--- src/rtl/core/mcr_pkg.sv ---
// ----------------------------------------------------------------------------
// mcr_pkg: shared types and constants for the midpoint circle rasterizer
// Widths, decision-update constants, opcodes, register indexes and the job
// record that travels from the front end to the pixel back end.
// ----------------------------------------------------------------------------
package mcr_pkg;

    // Field widths fixed by the interface
    localparam int RAD_W    = 10;
    localparam int CTR_W    = 11;
    localparam int ORG_W    = 11;
    localparam int PIX_W    = 13;
    localparam int OCT_W    = 3;
    localparam int DEC_W    = 16;
    localparam int CFG_IDX_W = 1;

    // Radius precision; the point registers carry one extra sign bit
    localparam int RADIUS_BITS = 10;
    localparam int PT_W        = RADIUS_BITS + 1;
    localparam logic [RAD_W-1:0] RAD_MASK = RAD_W'((64'd1 << RADIUS_BITS) - 64'd1);

    // Decision variable constants
    localparam logic [DEC_W-1:0] DEC_INIT_OFS  = DEC_W'(3);
    localparam logic [DEC_W-1:0] DEC_STEP_DIAG = DEC_W'(10);
    localparam logic [DEC_W-1:0] DEC_STEP_AXIS = DEC_W'(6);

    // Origin reset value
    localparam logic [ORG_W-1:0] ORIGIN_RESET = ORG_W'(300);

    // Opcodes
    localparam logic OP_START = 1'b0;
    localparam logic OP_STEP  = 1'b1;

    // Configuration register indexes
    localparam logic [CFG_IDX_W-1:0] REG_ORIGIN_X = CFG_IDX_W'(0);
    localparam logic [CFG_IDX_W-1:0] REG_ORIGIN_Y = CFG_IDX_W'(1);

    // Job queue depth (at least 2)
    localparam int JOBQ_DEPTH = 2;

    // One iteration's worth of work for the back end
    typedef struct packed {
        logic signed [PIX_W-1:0] scx;
        logic signed [PIX_W-1:0] scy;
        logic signed [PT_W-1:0]  pa;
        logic signed [PT_W-1:0]  pb;
        logic                    done;
    } job_t;

endpackage

--- src/rtl/core/mcr_front.sv ---
// ----------------------------------------------------------------------------
// mcr_front: item intake and midpoint iteration
// Accepts start/step items, keeps the walk state and decision variable, and
// queues one job per emitting item for the pixel back end.
// ----------------------------------------------------------------------------
module mcr_front (
    input  logic                                  clk,
    input  logic                                  rst_n,
    input  logic                                  push,
    input  logic                                  opcode,
    input  logic        [mcr_pkg::RAD_W-1:0]      radius,
    input  logic signed [mcr_pkg::CTR_W-1:0]      centre_x,
    input  logic signed [mcr_pkg::CTR_W-1:0]      centre_y,
    input  logic        [mcr_pkg::ORG_W-1:0]      origin_x,
    input  logic        [mcr_pkg::ORG_W-1:0]      origin_y,
    input  logic                                  q_full,
    output logic                                  q_push,
    output mcr_pkg::job_t                         q_wdata,
    output logic                                  active
);
    import mcr_pkg::*;

    logic signed [PT_W-1:0]  point_x_reg, point_x_next;
    logic signed [PT_W-1:0]  point_y_reg, point_y_next;
    logic signed [DEC_W-1:0] decision_reg, decision_next;
    logic signed [PIX_W-1:0] scx_reg, scx_next;
    logic signed [PIX_W-1:0] scy_reg, scy_next;
    logic                    active_reg, active_next;

    logic                    accept;
    logic                    is_start;
    logic signed [PT_W-1:0]  r_pt;
    logic signed [PT_W-1:0]  base_a, base_b;
    logic signed [DEC_W-1:0] base_d;
    logic signed [PIX_W-1:0] base_scx, base_scy;
    logic signed [PT_W-1:0]  new_a, new_b;
    logic signed [DEC_W-1:0] new_d;
    logic signed [DEC_W-1:0] a4, b4;
    logic                    done;

    assign accept   = push && !q_full;
    assign is_start = (opcode == OP_START);
    assign r_pt     = PT_W'(radius & RAD_MASK);

    always_comb
    begin
        if (is_start)
        begin
            base_a   = '0;
            base_b   = r_pt;
            base_d   = DEC_W'({r_pt, 1'b0}) - DEC_INIT_OFS;
            base_scx = $signed(PIX_W'(origin_x)) + PIX_W'(centre_x);
            base_scy = $signed(PIX_W'(origin_y)) - PIX_W'(centre_y);
        end
        else
        begin
            base_a   = point_x_reg;
            base_b   = point_y_reg;
            base_d   = decision_reg;
            base_scx = scx_reg;
            base_scy = scy_reg;
        end

        // one midpoint step
        new_b = base_d[DEC_W-1] ? base_b - PT_W'(1) : base_b;
        new_a = base_a + PT_W'(1);
        a4    = DEC_W'(base_a) <<< 2;
        b4    = DEC_W'(new_b) <<< 2;
        if (base_d[DEC_W-1])
            new_d = base_d - DEC_STEP_DIAG - a4 + b4;
        else
            new_d = base_d - DEC_STEP_AXIS - a4;
        done = ($signed((PT_W+1)'(new_a)) > $signed((PT_W+1)'(new_b)));

        q_push        = accept && (is_start || active_reg);
        q_wdata.scx   = base_scx;
        q_wdata.scy   = base_scy;
        q_wdata.pa    = base_a;
        q_wdata.pb    = base_b;
        q_wdata.done  = done;

        point_x_next  = point_x_reg;
        point_y_next  = point_y_reg;
        decision_next = decision_reg;
        scx_next      = scx_reg;
        scy_next      = scy_reg;
        active_next   = active_reg;
        if (q_push)
        begin
            point_x_next  = new_a;
            point_y_next  = new_b;
            decision_next = new_d;
            scx_next      = base_scx;
            scy_next      = base_scy;
            active_next   = !done;
        end
    end

    always_ff @(posedge clk or negedge rst_n)
    begin
        if (!rst_n)
        begin
            point_x_reg  <= '0;
            point_y_reg  <= '0;
            decision_reg <= '0;
            scx_reg      <= '0;
            scy_reg      <= '0;
            active_reg   <= 1'b0;
        end
        else
        begin
            point_x_reg  <= point_x_next;
            point_y_reg  <= point_y_next;
            decision_reg <= decision_next;
            scx_reg      <= scx_next;
            scy_reg      <= scy_next;
            active_reg   <= active_next;
        end
    end

    assign active = active_reg;

endmodule

--- src/rtl/core/mcr_job_fifo.sv ---
// ----------------------------------------------------------------------------
// mcr_job_fifo: short job queue between front end and back end
// Register-based FIFO of JOBQ_DEPTH entries, show-ahead read.
// ----------------------------------------------------------------------------
module mcr_job_fifo (
    input  logic           clk,
    input  logic           rst_n,
    input  logic           push,
    input  mcr_pkg::job_t  wdata,
    output logic           full,
    input  logic           pop,
    output mcr_pkg::job_t  rdata,
    output logic           empty
);
    import mcr_pkg::*;

    localparam int PTR_W = $clog2(JOBQ_DEPTH);
    localparam int CNT_W = $clog2(JOBQ_DEPTH + 1);
    localparam logic [PTR_W-1:0] PTR_LAST = PTR_W'(JOBQ_DEPTH - 1);
    localparam logic [CNT_W-1:0] CNT_FULL = CNT_W'(JOBQ_DEPTH);

    job_t             mem [JOBQ_DEPTH];
    logic [PTR_W-1:0] wr_ptr_reg, wr_ptr_next;
    logic [PTR_W-1:0] rd_ptr_reg, rd_ptr_next;
    logic [CNT_W-1:0] count_reg, count_next;
    logic             do_push, do_pop;

    assign full    = (count_reg == CNT_FULL);
    assign empty   = (count_reg == '0);
    assign do_push = push && !full;
    assign do_pop  = pop && !empty;
    assign rdata   = mem[rd_ptr_reg];

    always_comb
    begin
        wr_ptr_next = wr_ptr_reg;
        rd_ptr_next = rd_ptr_reg;
        count_next  = count_reg;
        if (do_push)
            wr_ptr_next = (wr_ptr_reg == PTR_LAST) ? '0 : wr_ptr_reg + PTR_W'(1);
        if (do_pop)
            rd_ptr_next = (rd_ptr_reg == PTR_LAST) ? '0 : rd_ptr_reg + PTR_W'(1);
        if (do_push && !do_pop)
            count_next = count_reg + CNT_W'(1);
        else if (do_pop && !do_push)
            count_next = count_reg - CNT_W'(1);
    end

    always_ff @(posedge clk)
    begin
        if (do_push)
            mem[wr_ptr_reg] <= wdata;
    end

    always_ff @(posedge clk or negedge rst_n)
    begin
        if (!rst_n)
        begin
            wr_ptr_reg <= '0;
            rd_ptr_reg <= '0;
            count_reg  <= '0;
        end
        else
        begin
            wr_ptr_reg <= wr_ptr_next;
            rd_ptr_reg <= rd_ptr_next;
            count_reg  <= count_next;
        end
    end

endmodule

--- src/rtl/core/mcr_back.sv ---
// ----------------------------------------------------------------------------
// mcr_back: eight-way pixel sequencer
// Walks the octant counter over one job, mirrors the point, places it around
// the screen centre, one pixel per cycle into the output register while free.
// ----------------------------------------------------------------------------
module mcr_back (
    input  logic                              clk,
    input  logic                              rst_n,
    input  mcr_pkg::job_t                     q_rdata,
    input  logic                              q_empty,
    output logic                              q_pop,
    output logic                              empty,
    input  logic                              pop,
    output logic signed [mcr_pkg::PIX_W-1:0]  pixel_x,
    output logic signed [mcr_pkg::PIX_W-1:0]  pixel_y,
    output logic        [mcr_pkg::OCT_W-1:0]  octant,
    output logic                              last_of_step,
    output logic                              circle_done
);
    import mcr_pkg::*;

    localparam logic [OCT_W-1:0] OCT_LAST = '1;

    job_t                    job_reg;
    logic                    busy_reg;
    logic [OCT_W-1:0]        oct_reg;
    logic                    out_valid_reg;
    logic signed [PIX_W-1:0] pixel_x_reg, pixel_y_reg;
    logic [OCT_W-1:0]        octant_reg;
    logic                    last_reg, done_reg;

    logic                    out_ready, emit, last;
    logic signed [PT_W-1:0]  first, second;
    logic signed [PIX_W-1:0] fx, fy, dx, dy;

    assign out_ready = !out_valid_reg || pop;
    assign emit      = busy_reg && out_ready;
    assign last      = (oct_reg == OCT_LAST);
    assign q_pop     = !q_empty && (!busy_reg || (emit && last));

    // octant bit 2 swaps a/b, bit 1 negates x, bit 0 negates y
    always_comb
    begin
        first  = oct_reg[2] ? job_reg.pb : job_reg.pa;
        second = oct_reg[2] ? job_reg.pa : job_reg.pb;
        fx     = PIX_W'(first);
        fy     = PIX_W'(second);
        dx     = oct_reg[1] ? -fx : fx;
        dy     = oct_reg[0] ? -fy : fy;
    end

    always_ff @(posedge clk)
    begin
        if (q_pop)
            job_reg <= q_rdata;
        if (emit)
        begin
            pixel_x_reg <= job_reg.scx + dx;
            pixel_y_reg <= job_reg.scy + dy;
            octant_reg  <= oct_reg;
            last_reg    <= last;
            done_reg    <= job_reg.done;
        end
    end

    always_ff @(posedge clk or negedge rst_n)
    begin
        if (!rst_n)
        begin
            busy_reg      <= 1'b0;
            oct_reg       <= '0;
            out_valid_reg <= 1'b0;
        end
        else
        begin
            if (q_pop)
            begin
                busy_reg <= 1'b1;
                oct_reg  <= '0;
            end
            else if (emit)
            begin
                oct_reg <= oct_reg + OCT_W'(1);
                if (last)
                    busy_reg <= 1'b0;
            end

            if (emit)
                out_valid_reg <= 1'b1;
            else if (pop)
                out_valid_reg <= 1'b0;
        end
    end

    assign empty        = !out_valid_reg;
    assign pixel_x      = pixel_x_reg;
    assign pixel_y      = pixel_y_reg;
    assign octant       = octant_reg;
    assign last_of_step = last_reg;
    assign circle_done  = done_reg;

endmodule

--- src/rtl/core/midpoint_circle_rasterizer.sv ---
// ----------------------------------------------------------------------------
// midpoint_circle_rasterizer: midpoint circle walk with eight-way symmetry
// The first pixel of an item passes the job queue, the back end's job register
// and the single output register, which takes one pixel per cycle while it is
// free; the 2-entry job queue lets items enter on back-to-back cycles until full.
// Reset (async, active low): idle, no circle, job queue and output empty, origin = (300, 300).
// ----------------------------------------------------------------------------
module midpoint_circle_rasterizer (
    input  logic                                  clk,
    input  logic                                  rst_n,
    // item side
    input  logic                                  push,
    output logic                                  full,
    input  logic                                  opcode,
    input  logic        [mcr_pkg::RAD_W-1:0]      radius,
    input  logic signed [mcr_pkg::CTR_W-1:0]      centre_x,
    input  logic signed [mcr_pkg::CTR_W-1:0]      centre_y,
    // result side
    output logic                                  empty,
    input  logic                                  pop,
    output logic signed [mcr_pkg::PIX_W-1:0]      pixel_x,
    output logic signed [mcr_pkg::PIX_W-1:0]      pixel_y,
    output logic        [mcr_pkg::OCT_W-1:0]      octant,
    output logic                                  last_of_step,
    output logic                                  circle_done,
    // configuration write channel
    input  logic                                  cfg_valid,
    output logic                                  cfg_ready,
    input  logic        [mcr_pkg::CFG_IDX_W-1:0]  cfg_index,
    input  logic        [mcr_pkg::ORG_W-1:0]      cfg_data
);
    import mcr_pkg::*;

    // Origin registers. Writes are only expected while the block is idle, so
    // the front end samples them directly on a start transaction.
    logic [ORG_W-1:0] origin_x_reg;
    logic [ORG_W-1:0] origin_y_reg;

    // Front end to queue
    logic  q_push;
    job_t  q_wdata;
    logic  q_full;
    // Queue to back end
    job_t  q_rdata;
    logic  q_empty;
    logic  q_pop;
    logic  front_active;

    assign cfg_ready = 1'b1;

    always_ff @(posedge clk or negedge rst_n)
    begin
        if (!rst_n)
        begin
            origin_x_reg <= ORIGIN_RESET;
            origin_y_reg <= ORIGIN_RESET;
        end
        else if (cfg_valid && cfg_ready)
        begin
            case (cfg_index)
                REG_ORIGIN_X: origin_x_reg <= cfg_data;
                REG_ORIGIN_Y: origin_y_reg <= cfg_data;
                default:      ;
            endcase
        end
    end

    // Intake stalls only when the job queue is full; a step transaction that
    // arrives with no circle in progress is taken and dropped.
    assign full = q_full;

    // Front end: classifies the transaction and runs one midpoint iteration
    // combinationally, producing the point to mirror plus the done flag.
    mcr_front u_front (
        .clk      (clk),
        .rst_n    (rst_n),
        .push     (push),
        .opcode   (opcode),
        .radius   (radius),
        .centre_x (centre_x),
        .centre_y (centre_y),
        .origin_x (origin_x_reg),
        .origin_y (origin_y_reg),
        .q_full   (q_full),
        .q_push   (q_push),
        .q_wdata  (q_wdata),
        .active   (front_active)
    );

    // Short job queue decouples the iteration from the pixel output.
    mcr_job_fifo u_jobq (
        .clk   (clk),
        .rst_n (rst_n),
        .push  (q_push),
        .wdata (q_wdata),
        .full  (q_full),
        .pop   (q_pop),
        .rdata (q_rdata),
        .empty (q_empty)
    );

    // Back end: eight mirrored pixels per job, one per cycle while the output
    // register is free; that register holds a result until it is popped.
    mcr_back u_back (
        .clk          (clk),
        .rst_n        (rst_n),
        .q_rdata      (q_rdata),
        .q_empty      (q_empty),
        .q_pop        (q_pop),
        .empty        (empty),
        .pop          (pop),
        .pixel_x      (pixel_x),
        .pixel_y      (pixel_y),
        .octant       (octant),
        .last_of_step (last_of_step),
        .circle_done  (circle_done)
    );

    // A start transaction always leaves a job behind for the back end.
    a_start_queues_job: assert property (@(posedge clk) disable iff (!rst_n)
        (push && !full && opcode == OP_START) |=> !q_empty)
        else $error("start transaction did not queue a job");

    // The walk only ends right after queuing a job that carries the done flag.
    a_idle_after_done: assert property (@(posedge clk) disable iff (!rst_n)
        $fell(front_active) |-> $past(q_push && q_wdata.done))
        else $error("circle ended without a final job");

    // Within a job the back end refills the output as soon as a pixel leaves.
    a_pixels_contiguous: assert property (@(posedge clk) disable iff (!rst_n)
        (pop && !empty && !last_of_step) |=> !empty)
        else $error("gap inside the eight pixels of one job");

endmodule
--- config.mk ---
export PLATFORM = sky130hd
export DESIGN_NAME = midpoint_circle_rasterizer
export DESIGN_NICKNAME = d
export VERILOG_FILES = /design/src/rtl/core/mcr_pkg.sv /design/src/rtl/core/mcr_front.sv /design/src/rtl/core/mcr_job_fifo.sv /design/src/rtl/core/mcr_back.sv /design/src/rtl/core/midpoint_circle_rasterizer.sv
export SDC_FILE = /design/constraint.sdc
export NUM_CORES = 1
export LEC_CHECK = 0
export BUFFER_PORTS_ARGS = -buffer_cell sky130_fd_sc_hd__buf_4
export CELL_PAD_IN_SITES_DETAIL_PLACEMENT = 0
export CELL_PAD_IN_SITES_GLOBAL_PLACEMENT = 1
export CORE_MARGIN = 1.5
export CORE_UTILIZATION = 50
export DETAILED_ROUTE_END_ITERATION = 6
export GPL_TIMING_DRIVEN = 0
export PLACE_DENSITY = 0.85
export SLEW_MARGIN = 20
export SYNTH_ARGS = -nofsm -noshare
export SYNTH_HDL_FRONTEND = slang
export SYNTH_SLANG_ARGS = --single-unit
--- constraint.sdc ---
create_clock -name clk -period 11.3 [get_ports clk]
set_input_delay 2.26 -clock clk [delete_from_list [all_inputs] [get_ports clk]]
set_output_delay 2.26 -clock clk [all_outputs]
set_load 0.1 [all_outputs]
Word level (Yosys, flattened, before mapping). Memory sizes are Yosys's and may differ from the RTL's. A register that Yosys moved wholly into a read port is not among the register bits. Cells that the tools add are included.

Register bits after elaboration: 127. RAM bits: 98. ROM bits: 0. Word-level logic and storage cells: 95. Latch bits: 0. Input port bits: 50. Output and inout bits: 34. Memories kept: 1.

Memories: u_jobq.mem (depth 2, bits a word 49, read ports 1, clocked after Yosys merged registers in 1, write ports 1, RTL line mcr_job_fifo.sv:22) `job_t mem [JOBQ_DEPTH];`.

$mul: 0. Add/sub/neg operators: 19. Magnitude comparators: 1. Reduce and logical (&&, ||, !) cells: 27. Bitwise operators: 2. Div/mod/pow operators: 0. Mux-type cells: 24. Shift operators: 0. Equal/unequal tests: 2.

Operator list (count): $mux 11 (5); $mux 13 (4); $mux 16 (2); $sub 16x16->16 (2); $add 13x13->13 (2); $neg 11->13 (2); $add 16x16->16 (1); $sub 16x3->16 const B (1); $sub 16x4->16 const B (1); $add 12x11->13 (1); $sub 12x11->13 (1); $sub 11x2->12 const B (1); $add 11x2->11 const B (1); $gt 11x11->1 (1); $sub 11x2->11 const B (1); $logic_and 1x1->1 (9); $mux 1 (9); $reduce_bool 2->1 (4); $logic_not 1->1 (7); $mux 3 (2); $reduce_and 2->1 (3); $mux 2 (2); $add 3x1->3 const B (1); $eq 3x3->1 const B (1); other kinds (7) (11).

Logic depth before layout (Yosys ltp). Gate-level depths: netlist (run 1).

Depth in word-level cells: 10. Mapped depth: 23. Mapped depth without buffers: 19.

Modules after synthesis. A second synthesis (run 1) with hierarchy kept.

Cell total of the unflattened synthesis: 1453. Area, all modules: 16266.9 um^2.

By module, submodules not included: mcr_front (cells each 832, instances 1, seq. area each 1601.5 um^2, area an instance 6593.8 um^2); mcr_back (cells each 399, instances 1, seq. area each 2527.4 um^2, area an instance 4789.6 um^2); mcr_job_fifo (cells each 172, instances 1, seq. area each 3042.9 um^2, area an instance 3986.3 um^2); midpoint_circle_rasterizer (cells each 50, instances 1, seq. area each 560.5 um^2, area an instance 897.1 um^2).

Least setup slack after synthesis (run 1). No wires, ideal clock.

Path type: input-to-reg. Start point: input port opcode. End point: register u_front.decision_reg[10]. Data required time: 11.175 ns. Path slack: 4.831 ns. Arrival time: 6.344 ns. Library setup time: 0.125 ns. Cell stages on the path: 23. Buffers on the path: 4. Cells stage by stage: clkbuf_1 buf_1 buf_2 buf_2 nand2_1 o21ai_0 inv_1 ha_1 nand2_1 o21ai_0 inv_1 fa_1 inv_1 fa_1 inv_1 ha_1 nor2b_1 o2111ai_1 nand3b_1 a31oi_1 xor2_1 mux2i_1 mux2_2.

RTL lines: from (decl) (RTL line midpoint_circle_rasterizer.sv:14) `input logic opcode,`; to (signal assigned) (RTL line mcr_front.sv:114) `decision_reg <= decision_next;`; to (decl) (RTL line mcr_front.sv:25) `logic signed [DEC_W-1:0] decision_reg, decision_next;`.

==> results of run 1 <==
## critical path: stages
cell	delay, ns
clkbuf_1	0.34
buf_1	0.50
buf_2	0.38
buf_2	0.32
clkbuf_1	0.45
clkbuf_1	0.64
nand2_1	0.22
inv_1	0.28
ha_1	0.28
nand2_1	0.07
nor3_1	0.31
and3_1	0.31
and3_1	0.25
xnor2_1	0.08
ha_1	0.32
inv_1	0.07
o41ai_1	0.38
a31oi_1	0.17
## cell families (layout without fill, tap and decap cells)
kind of cell	count (synthesis)	after routing	share of synthesized area [%]
flops	273	273	49.1
xor+xnor	114	114	6.34
mux	124	124	8.63
buf+inv	159	297	3.85
fa+ha+maj	136	136	11.5
compound gates	260	260	10.1
simple gates	360	360	10.5
other cells	1	1	0.0238
## how the worst max path moves through the flow
stage | from | endpoint | depth (start not counted)
after global routing | opcode | u_front.active | 20
after floorplan | opcode | u_front.decision_reg[10] | 23
after CTS | opcode | u_jobq.mem[1][0] | 18
after global placement | opcode | u_front.active | 20
final | opcode | u_jobq.mem[1][0] | 18
after detailed placement | opcode | u_jobq.mem[1][0] | 18
## stage by stage
step / instance area, um2 / worst slack (ns) / instances / total power, mW / util (%)
floorplan: 15800 / 4.83 / 1427 / 3.52 / -
global placement: 16800 / 3.46 / 1902 / 4.04 / 54.6
detailed placement: 17000 / 3.45 / 1906 / 4.11 / 55.1
CTS: 18000 / 4.02 / 1961 / 5.09 / 58.3
global route: 18000 / 3.67 / 1961 / 5.40 / 58.3
finish: 18000 / 3.86 / 1961 / 5.06 / 58.3
## power breakdown
part	internal, mW	leakage (nW)	switching [mW]
Combinational	0.956	4.30	1.58
Sequential	1.46	2.82	0.118
Clock	0.555	0.476	0.400
Total	2.97	7.59	2.09
## placed cells by master (no fill, tap or decap), types with 14 or more instances in the layout
| cell type | netlist | final |
|---|---|---|
| edfxtp_1 | 178 | 178 |
| nand2_1 | 160 | 160 |
| ha_1 | 121 | 121 |
| inv_1 | 115 | 114 |
| o21ai_0 | 97 | 97 |
| mux2_2 | 95 | 95 |
| dfrtp_1 | 87 | 87 |
| buf_4 | 1 | 79 |
| xnor2_1 | 74 | 74 |
| nor2_1 | 68 | 67 |
| a21oi_1 | 64 | 63 |
| xor2_1 | 40 | 40 |
| clkbuf_1 | 29 | 34 |
| clkbuf_16 | 0 | 30 |
| mux2i_1 | 29 | 29 |
| nor3_1 | 27 | 27 |
| nand2b_1 | 22 | 22 |
| a21o_1 | 16 | 16 |
| or3_1 | 16 | 16 |
| fa_1 | 15 | 15 |
| nand3_1 | 14 | 14 |
## final cells by class
| type | instances | area [um2] |
|---|---|---|
| plain buffers | 44 | 175 |
| inverters | 115 | 432 |
| clock inverters | 17 | 168 |
| clock buffers | 38 | 811 |
| multi-input cells | 995 | 7440 |
| well taps | 396 | 495 |
| flip-flops and latches | 273 | 7730 |
| repair buffers | 83 | 707 |
| fillers | 2551 | 12900 |
## layer usage
| layer | GRT usage, % | up-vias |
|---|---|---|
| met5 | 0 | - |
| met3 | 2.77 | 57 |
| met4 | 6.69 | 0 |
| met1 | 29.8 | 5123 |
| met2 | 35.1 | 296 |
| li1 | - | 5286 |
==> results.py, run 1 <==
metrics = {
    "yosys": {
        "synth_edf_count": 178,
        "synth_area_leader_cell": "edfxtp_1",
        "yosysMostFrequentCell": "edfxtp_1",
        "synth_cell_types": 58,
        "synth_seq_cells": 273,
        "ys_top_cells_by_count": "edfxtp_1 (178), nand2_1 (160), ha_1 (121), inv_1 (115), o21ai_0 (97)",
        "netlist_instances": 1427,
        "synthArstFlopShare_pct": 34.8,
        "yosysWarnings": 0,
        "synth_flop_cell": "edfxtp_1",
        "synthTopCellsByArea": "edfxtp_1 (34%), dfrtp_1 (14%), ha_1 (9.6%)",
        "syn_avg_cell_area_um2": 11.0,
        "syn_area_mm2": 0.0158,
        "yosysTopAreaCellShare_pct": 33.9,
        "synth.yosys.seq_area_share_pct": 49.1,
        "syn_nets": 1613,
    },
    "clocking": {
        "hold_buffers": 0,
        "clkSlewWorstSetupHoldPaths_ns": 0.06,
        "cts_buffers": 30,
        "clockRootBuffer": "clkbuf_16",
        "postCtsSetupBuffers": 0,
        "clock_latency_ns": 0.56,
        "cts_sinks": 273,
        "cts_tree": "built",
        "cts_resized": 0,
        "htree_levels": 1,
        "clockBufferDepth": 3,
    },
    "layout": {
        "largest_reg_flops": 98,
        "drive_gt1_share_pct": 16.7,
        "synthToLayoutAreaGrowth_pct": 14.0,
        "diodes": 0,
        "final_nets": 1728,
    },
    "setup_path": {
        "crit_path_max_fanout": 10,
        "r2r_cells": 15,
        "r2r_slack_ns": 6.13,
        "arrival_ns": 7.67,
        "required_ns": 11.53,
        "end_kind": "register",
        "path_class": "in -> reg",
        "r2r-end": "u_back.pixel_x[12]",
        "critPathLaunchType": "input pin",
        "r2r-start": "u_back.oct_reg[2]",
    },
    "pwr": {
        "p_leak_nw": 7.59,
        "peakVddDrop_uv": 164,
        "p_per_area_mw_per_mm2": 282,
    },
    "die": {
        "core_area_mm2": 0.0308,
        "fp-row-count": 64,
        "fp.dieH_um": 181,
        "die_w_um": 181,
        "start_util_pct": 51.1,
        "ios": 84,
        "dieArea_mm2": 0.0326,
    },
    "hold_path": {
        "min_from": "u_back.job_reg[0]",
        "hold_path.class": "reg -> reg",
        "hold_depth": 0,
        "min_to": "u_back.circle_done",
    },
    "global_route": {
        "grt_max_degree": 96,
        "grt_first_pass_wirelength_mm": 55.6,
        "grt_usage_pct": 21.5,
        "grt_pass1_vias": 10561,
        "antenna_found_initial": 0,
        "gr-total-overflow": 0,
    },
    "drt": {
        "wl_per_cell_um": 17.7,
        "vias": 10762,
        "routed_wl_mm": 34.7,
        "avgViaCountPerCell": 5.49,
        "drt-initial-drc-count": 815,
        "met1_length_mm": 16.1,
        "wl_met2_mm": 16.0,
        "final_antenna_net_count": 0,
        "drtPass1Iterations": 5,
        "wl_met3_mm": 1.65,
        "drcViolationCount": 0,
        "top_layer": "met4",
    },
    "timing": {
        "rsz0062_at_grt": "no",
        "finClkSkew_ns": 0.0258,
        "period_minus_slack_ns": 7.44,
        "finalSetupTns_ns": 0,
        "finalSetupViolCount": 0,
        "slew_viol_final": 0,
        "tightestPinTransition_ns": 0.953,
        "hold_viol": 0,
        "fmax_ghz": 0.134,
        "maxSlewHeadroom_pct": 36.5,
        "timing.final.crit_share_pct": 65.8,
        "holdWs_ns": 0.438,
    },
    "place": {
        "gp_congestion": 0.867,
        "port_buffers": 79,
        "dp_hpwl_mm": 26.3,
    },
    "run_status": {
        "outcome": "finished clean",
    },
    "flow_run": {
        "maxCapViolations": 0,
    },
}
Power figures use the tool's default switching activity.
==> run 2: changes to the inputs <==
Settings changed: ABC_AREA set to 1, CORE_UTILIZATION 50 to 43, PLACE_DENSITY 0.85 to 0.81.
Clock period 11.3 ns to 6.3 ns, I/O delays scaled along.
==> run 2 against run 1 <==
  * Highest routed layer unchanged
  * Routed wire length grew 19%
  * Sequential power is 87% higher
  * Synthesized cell count grew 42%
  * Cell area grew 6.7%
  * Utilization decreased by 8.7 points
  * Critical endpoint is now u_front.decision_reg[14]
==> results.py, run 2 <==
metrics = {
    "clocking": {
        "cts_sinks": 273,
        "hold_buffers": 0,
        "htree_levels": 1,
        "cts_resized": 0,
        "cts_tree": "built",
        "postCtsSetupBuffers": 0,
        "clkSlewWorstSetupHoldPaths_ns": 0.06,
        "clock_latency_ns": 0.57,
        "cts_buffers": 30,
        "clockBufferDepth": 3,
        "clockRootBuffer": "clkbuf_16",
    },
    "pwr": {
        "p_sw_mw": 4.62,
        "p_comb_share_pct": 53.2,
        "p_per_area_mw_per_mm2": 525,
        "internal-power_mw": 5.45,
        "p_leak_nw": 9.41,
        "seqPwrFrac_pct": 29.4,
        "peakVddDrop_uv": 237,
        "p_sw_share_pct": 45.9,
        "total_power_mw": 10.1,
        "clockPowerShare_pct": 17.4,
    },
    "flow_run": {
        "maxCapViolations": 0,
    },
    "run_status": {
        "outcome": "finished clean",
    },
    "drt": {
        "drcViolationCount": 0,
        "wl_per_cell_um": 15.3,
        "drtPass1Iterations": 5,
        "wl_met2_mm": 19.4,
        "met1_length_mm": 19.4,
        "top_layer": "met4",
        "wl_met3_mm": 1.44,
        "vias": 13208,
        "final_antenna_net_count": 0,
        "drt-initial-drc-count": 646,
        "avgViaCountPerCell": 4.92,
        "routed_wl_mm": 41.1,
    },
    "setup_path": {
        "path_delay_family": "simple AND/OR/NAND/NOR gates",
        "required_ns": 6.76,
        "cp_slowest_cell": "fa_1",
        "path_common_cell": "nand2_1",
        "path_class": "in -> reg",
        "end_kind": "register",
        "r2r-start": "u_front.point_y_reg[0]",
        "r2r_cells": 22,
        "arrival_ns": 5.19,
        "worstSetupPathDepth": 21,
        "path_cells": "buf_4 -> nor2_1 -> nand2_1 -> nor2_4 -> nand4_1 -> nand2_2 -> buf_4 -> o21a_1 -> inv_1 -> fa_1 -> ha_1 -> inv_1 -> fa_1 -> o21ai_0 -> nand3_1 -> nand3_1 -> nand2_1 -> nand3_1 -> nand2_1 -> nand2_1 -> nand2_1",
        "r2r-end": "u_front.decision_reg[15]",
        "crit_path_max_fanout": 10,
        "path_buf_inv": 4,
        "critPathLaunchType": "input pin",
        "critPathMaxStageDelay_ns": 0.45,
        "r2r_slack_ns": 2.38,
    },
    "timing": {
        "timing.final.crit_share_pct": 75.0,
        "hold_viol": 0,
        "period_minus_slack_ns": 4.73,
        "finalSetupTns_ns": 0,
        "maxSlewHeadroom_pct": 34.0,
        "finalSetupViolCount": 0,
        "slew_viol_final": 0,
        "tightestPinTransition_ns": 0.990,
        "fmax_ghz": 0.212,
        "rsz0062_at_grt": "no",
        "finClkSkew_ns": 0.0209,
    },
    "global_route": {
        "gr-total-overflow": 0,
        "grt_first_pass_wirelength_mm": 66.5,
        "grt_usage_pct": 20.7,
        "grt_pass1_vias": 12561,
        "antenna_found_initial": 0,
        "grt_max_degree": 96,
    },
    "yosys": {
        "ys_top_cells_by_count": "nand2_1 (696), inv_1 (265), edfxtp_1 (178), ha_1 (121), nand3_1 (120)",
        "synth_seq_cells": 273,
        "yosysMostFrequentCell": "nand2_1",
        "syn_nets": 2211,
        "syn_avg_cell_area_um2": 8.31,
        "syn_area_mm2": 0.0168,
        "synth_cell_types": 49,
        "yosysWarnings": 0,
        "synth_edf_count": 178,
        "synthArstFlopShare_pct": 34.8,
        "synth.yosys.seq_area_share_pct": 46.0,
        "synth_area_leader_cell": "edfxtp_1",
        "yosysTopAreaCellShare_pct": 31.8,
        "netlist_instances": 2025,
        "synth_flop_cell": "edfxtp_1",
        "synthTopCellsByArea": "edfxtp_1 (32%), nand2_1 (16%), dfrtp_1 (13%)",
    },
    "die": {
        "core_area_mm2": 0.0386,
        "ios": 84,
        "start_util_pct": 43.5,
        "fp.dieH_um": 201,
        "die_w_um": 201,
        "fp-row-count": 72,
        "dieArea_mm2": 0.0403,
    },
    "hold_path": {
        "min_from": "u_back.job_reg[0]",
        "hold_path.class": "reg -> reg",
        "min_to": "u_back.circle_done",
        "hold_depth": 0,
    },
    "place": {
        "gp_congestion": 0.948,
        "dp_hpwl_mm": 32.2,
        "port_buffers": 82,
    },
    "layout": {
        "diodes": 0,
        "synthToLayoutAreaGrowth_pct": 13.9,
        "drive_gt1_share_pct": 10.3,
        "mostFrequentLayoutCells": "nand2_1 (696), inv_1 (263), edfxtp_1 (178), ha_1 (121), nand3_1 (120)",
        "layout_commonest_cell": "nand2_1",
        "largest_reg_flops": 98,
        "final_nets": 2328,
    },
}
==> run 2: cell count changes after synthesis, sizes merged, moves of 16 or more <==
cell and delta:
inv +158, mux2 -95, mux2i -29, nand2 +543
nand2b -21, nand3 +107, nand4 +20, nor2 +33
nor3 -18, o21ai +19, or3 -16, xnor2 -56
==> run 2: cell families after synthesis <==
| group | count (synthesis) | share of synthesized area (%) |
|---|---|---|
| compound gates | 229 | 7.65 |
| xor+xnor | 58 | 3.02 |
| fa+ha+maj | 136 | 10.8 |
| buf+inv | 324 | 7.61 |
| flops | 273 | 46.0 |
| other cells | 1 | 0.0223 |
| simple gates | 1004 | 25.0 |
==> run 2: final cells by class <==
| class | instances | area, um2 |
|---|---|---|
| Buffer | 51 | 255 |
| Clock buffer | 34 | 776 |
| Clock inverter | 21 | 219 |
| Fill cell | 3710 | 19500 |
| Inverter | 273 | 1020 |
| Multi-Input combinational cell | 1428 | 7830 |
| Sequential cell | 273 | 7730 |
| Tap cell | 518 | 648 |
| Timing Repair Buffer | 85 | 679 |
==> run 2: worst max path at each step <==
stage | to | startpoint
detailed placement | u_front.decision_reg[14] | radius[3]
CTS | u_front.decision_reg[14] | radius[3]
floorplan | u_jobq.mem[0][0] | opcode
global route | u_front.decision_reg[8] | radius[3]
global placement | u_jobq.mem[0][4] | push
finish | u_front.decision_reg[14] | radius[3]
==> run 2: layer usage <==
| metal | vias to the layer above | GRT usage [%] |
|---|---|---|
| met5 | - | 0 |
| met4 | 0 | 5.42 |
| met3 | 57 | 1.93 |
| met2 | 242 | 35.0 |
| met1 | 6106 | 28.5 |
| li1 | 6803 | - |
==> run 2: power by group through the flow <==
stage,Clock (mW),Combinational (mW),Sequential [mW]
final,1.75,5.35,2.96
after global routing,1.86,5.98,3.02
after CTS,1.79,5.37,2.97
after detailed placement,0,5.34,3.00
after global placement,0,5.22,3.00
after floorplan,0,3.33,3.70
==> run 2: per-stage QoR <==
step                      hold WS [ns]  util, %  instances  setup slack, ns  area [um2]
after global placement           0.435     46.8       2625            0.479       18100
after floorplan                  0.400        -       2025             1.91       16800
after CTS                        0.451     49.6       2683             1.62       19200
after global routing             0.452     49.6       2683             1.32       19200
after detailed placement         0.436     47.0       2628            0.997       18200
final                            0.452     49.6       2683             1.57       19200
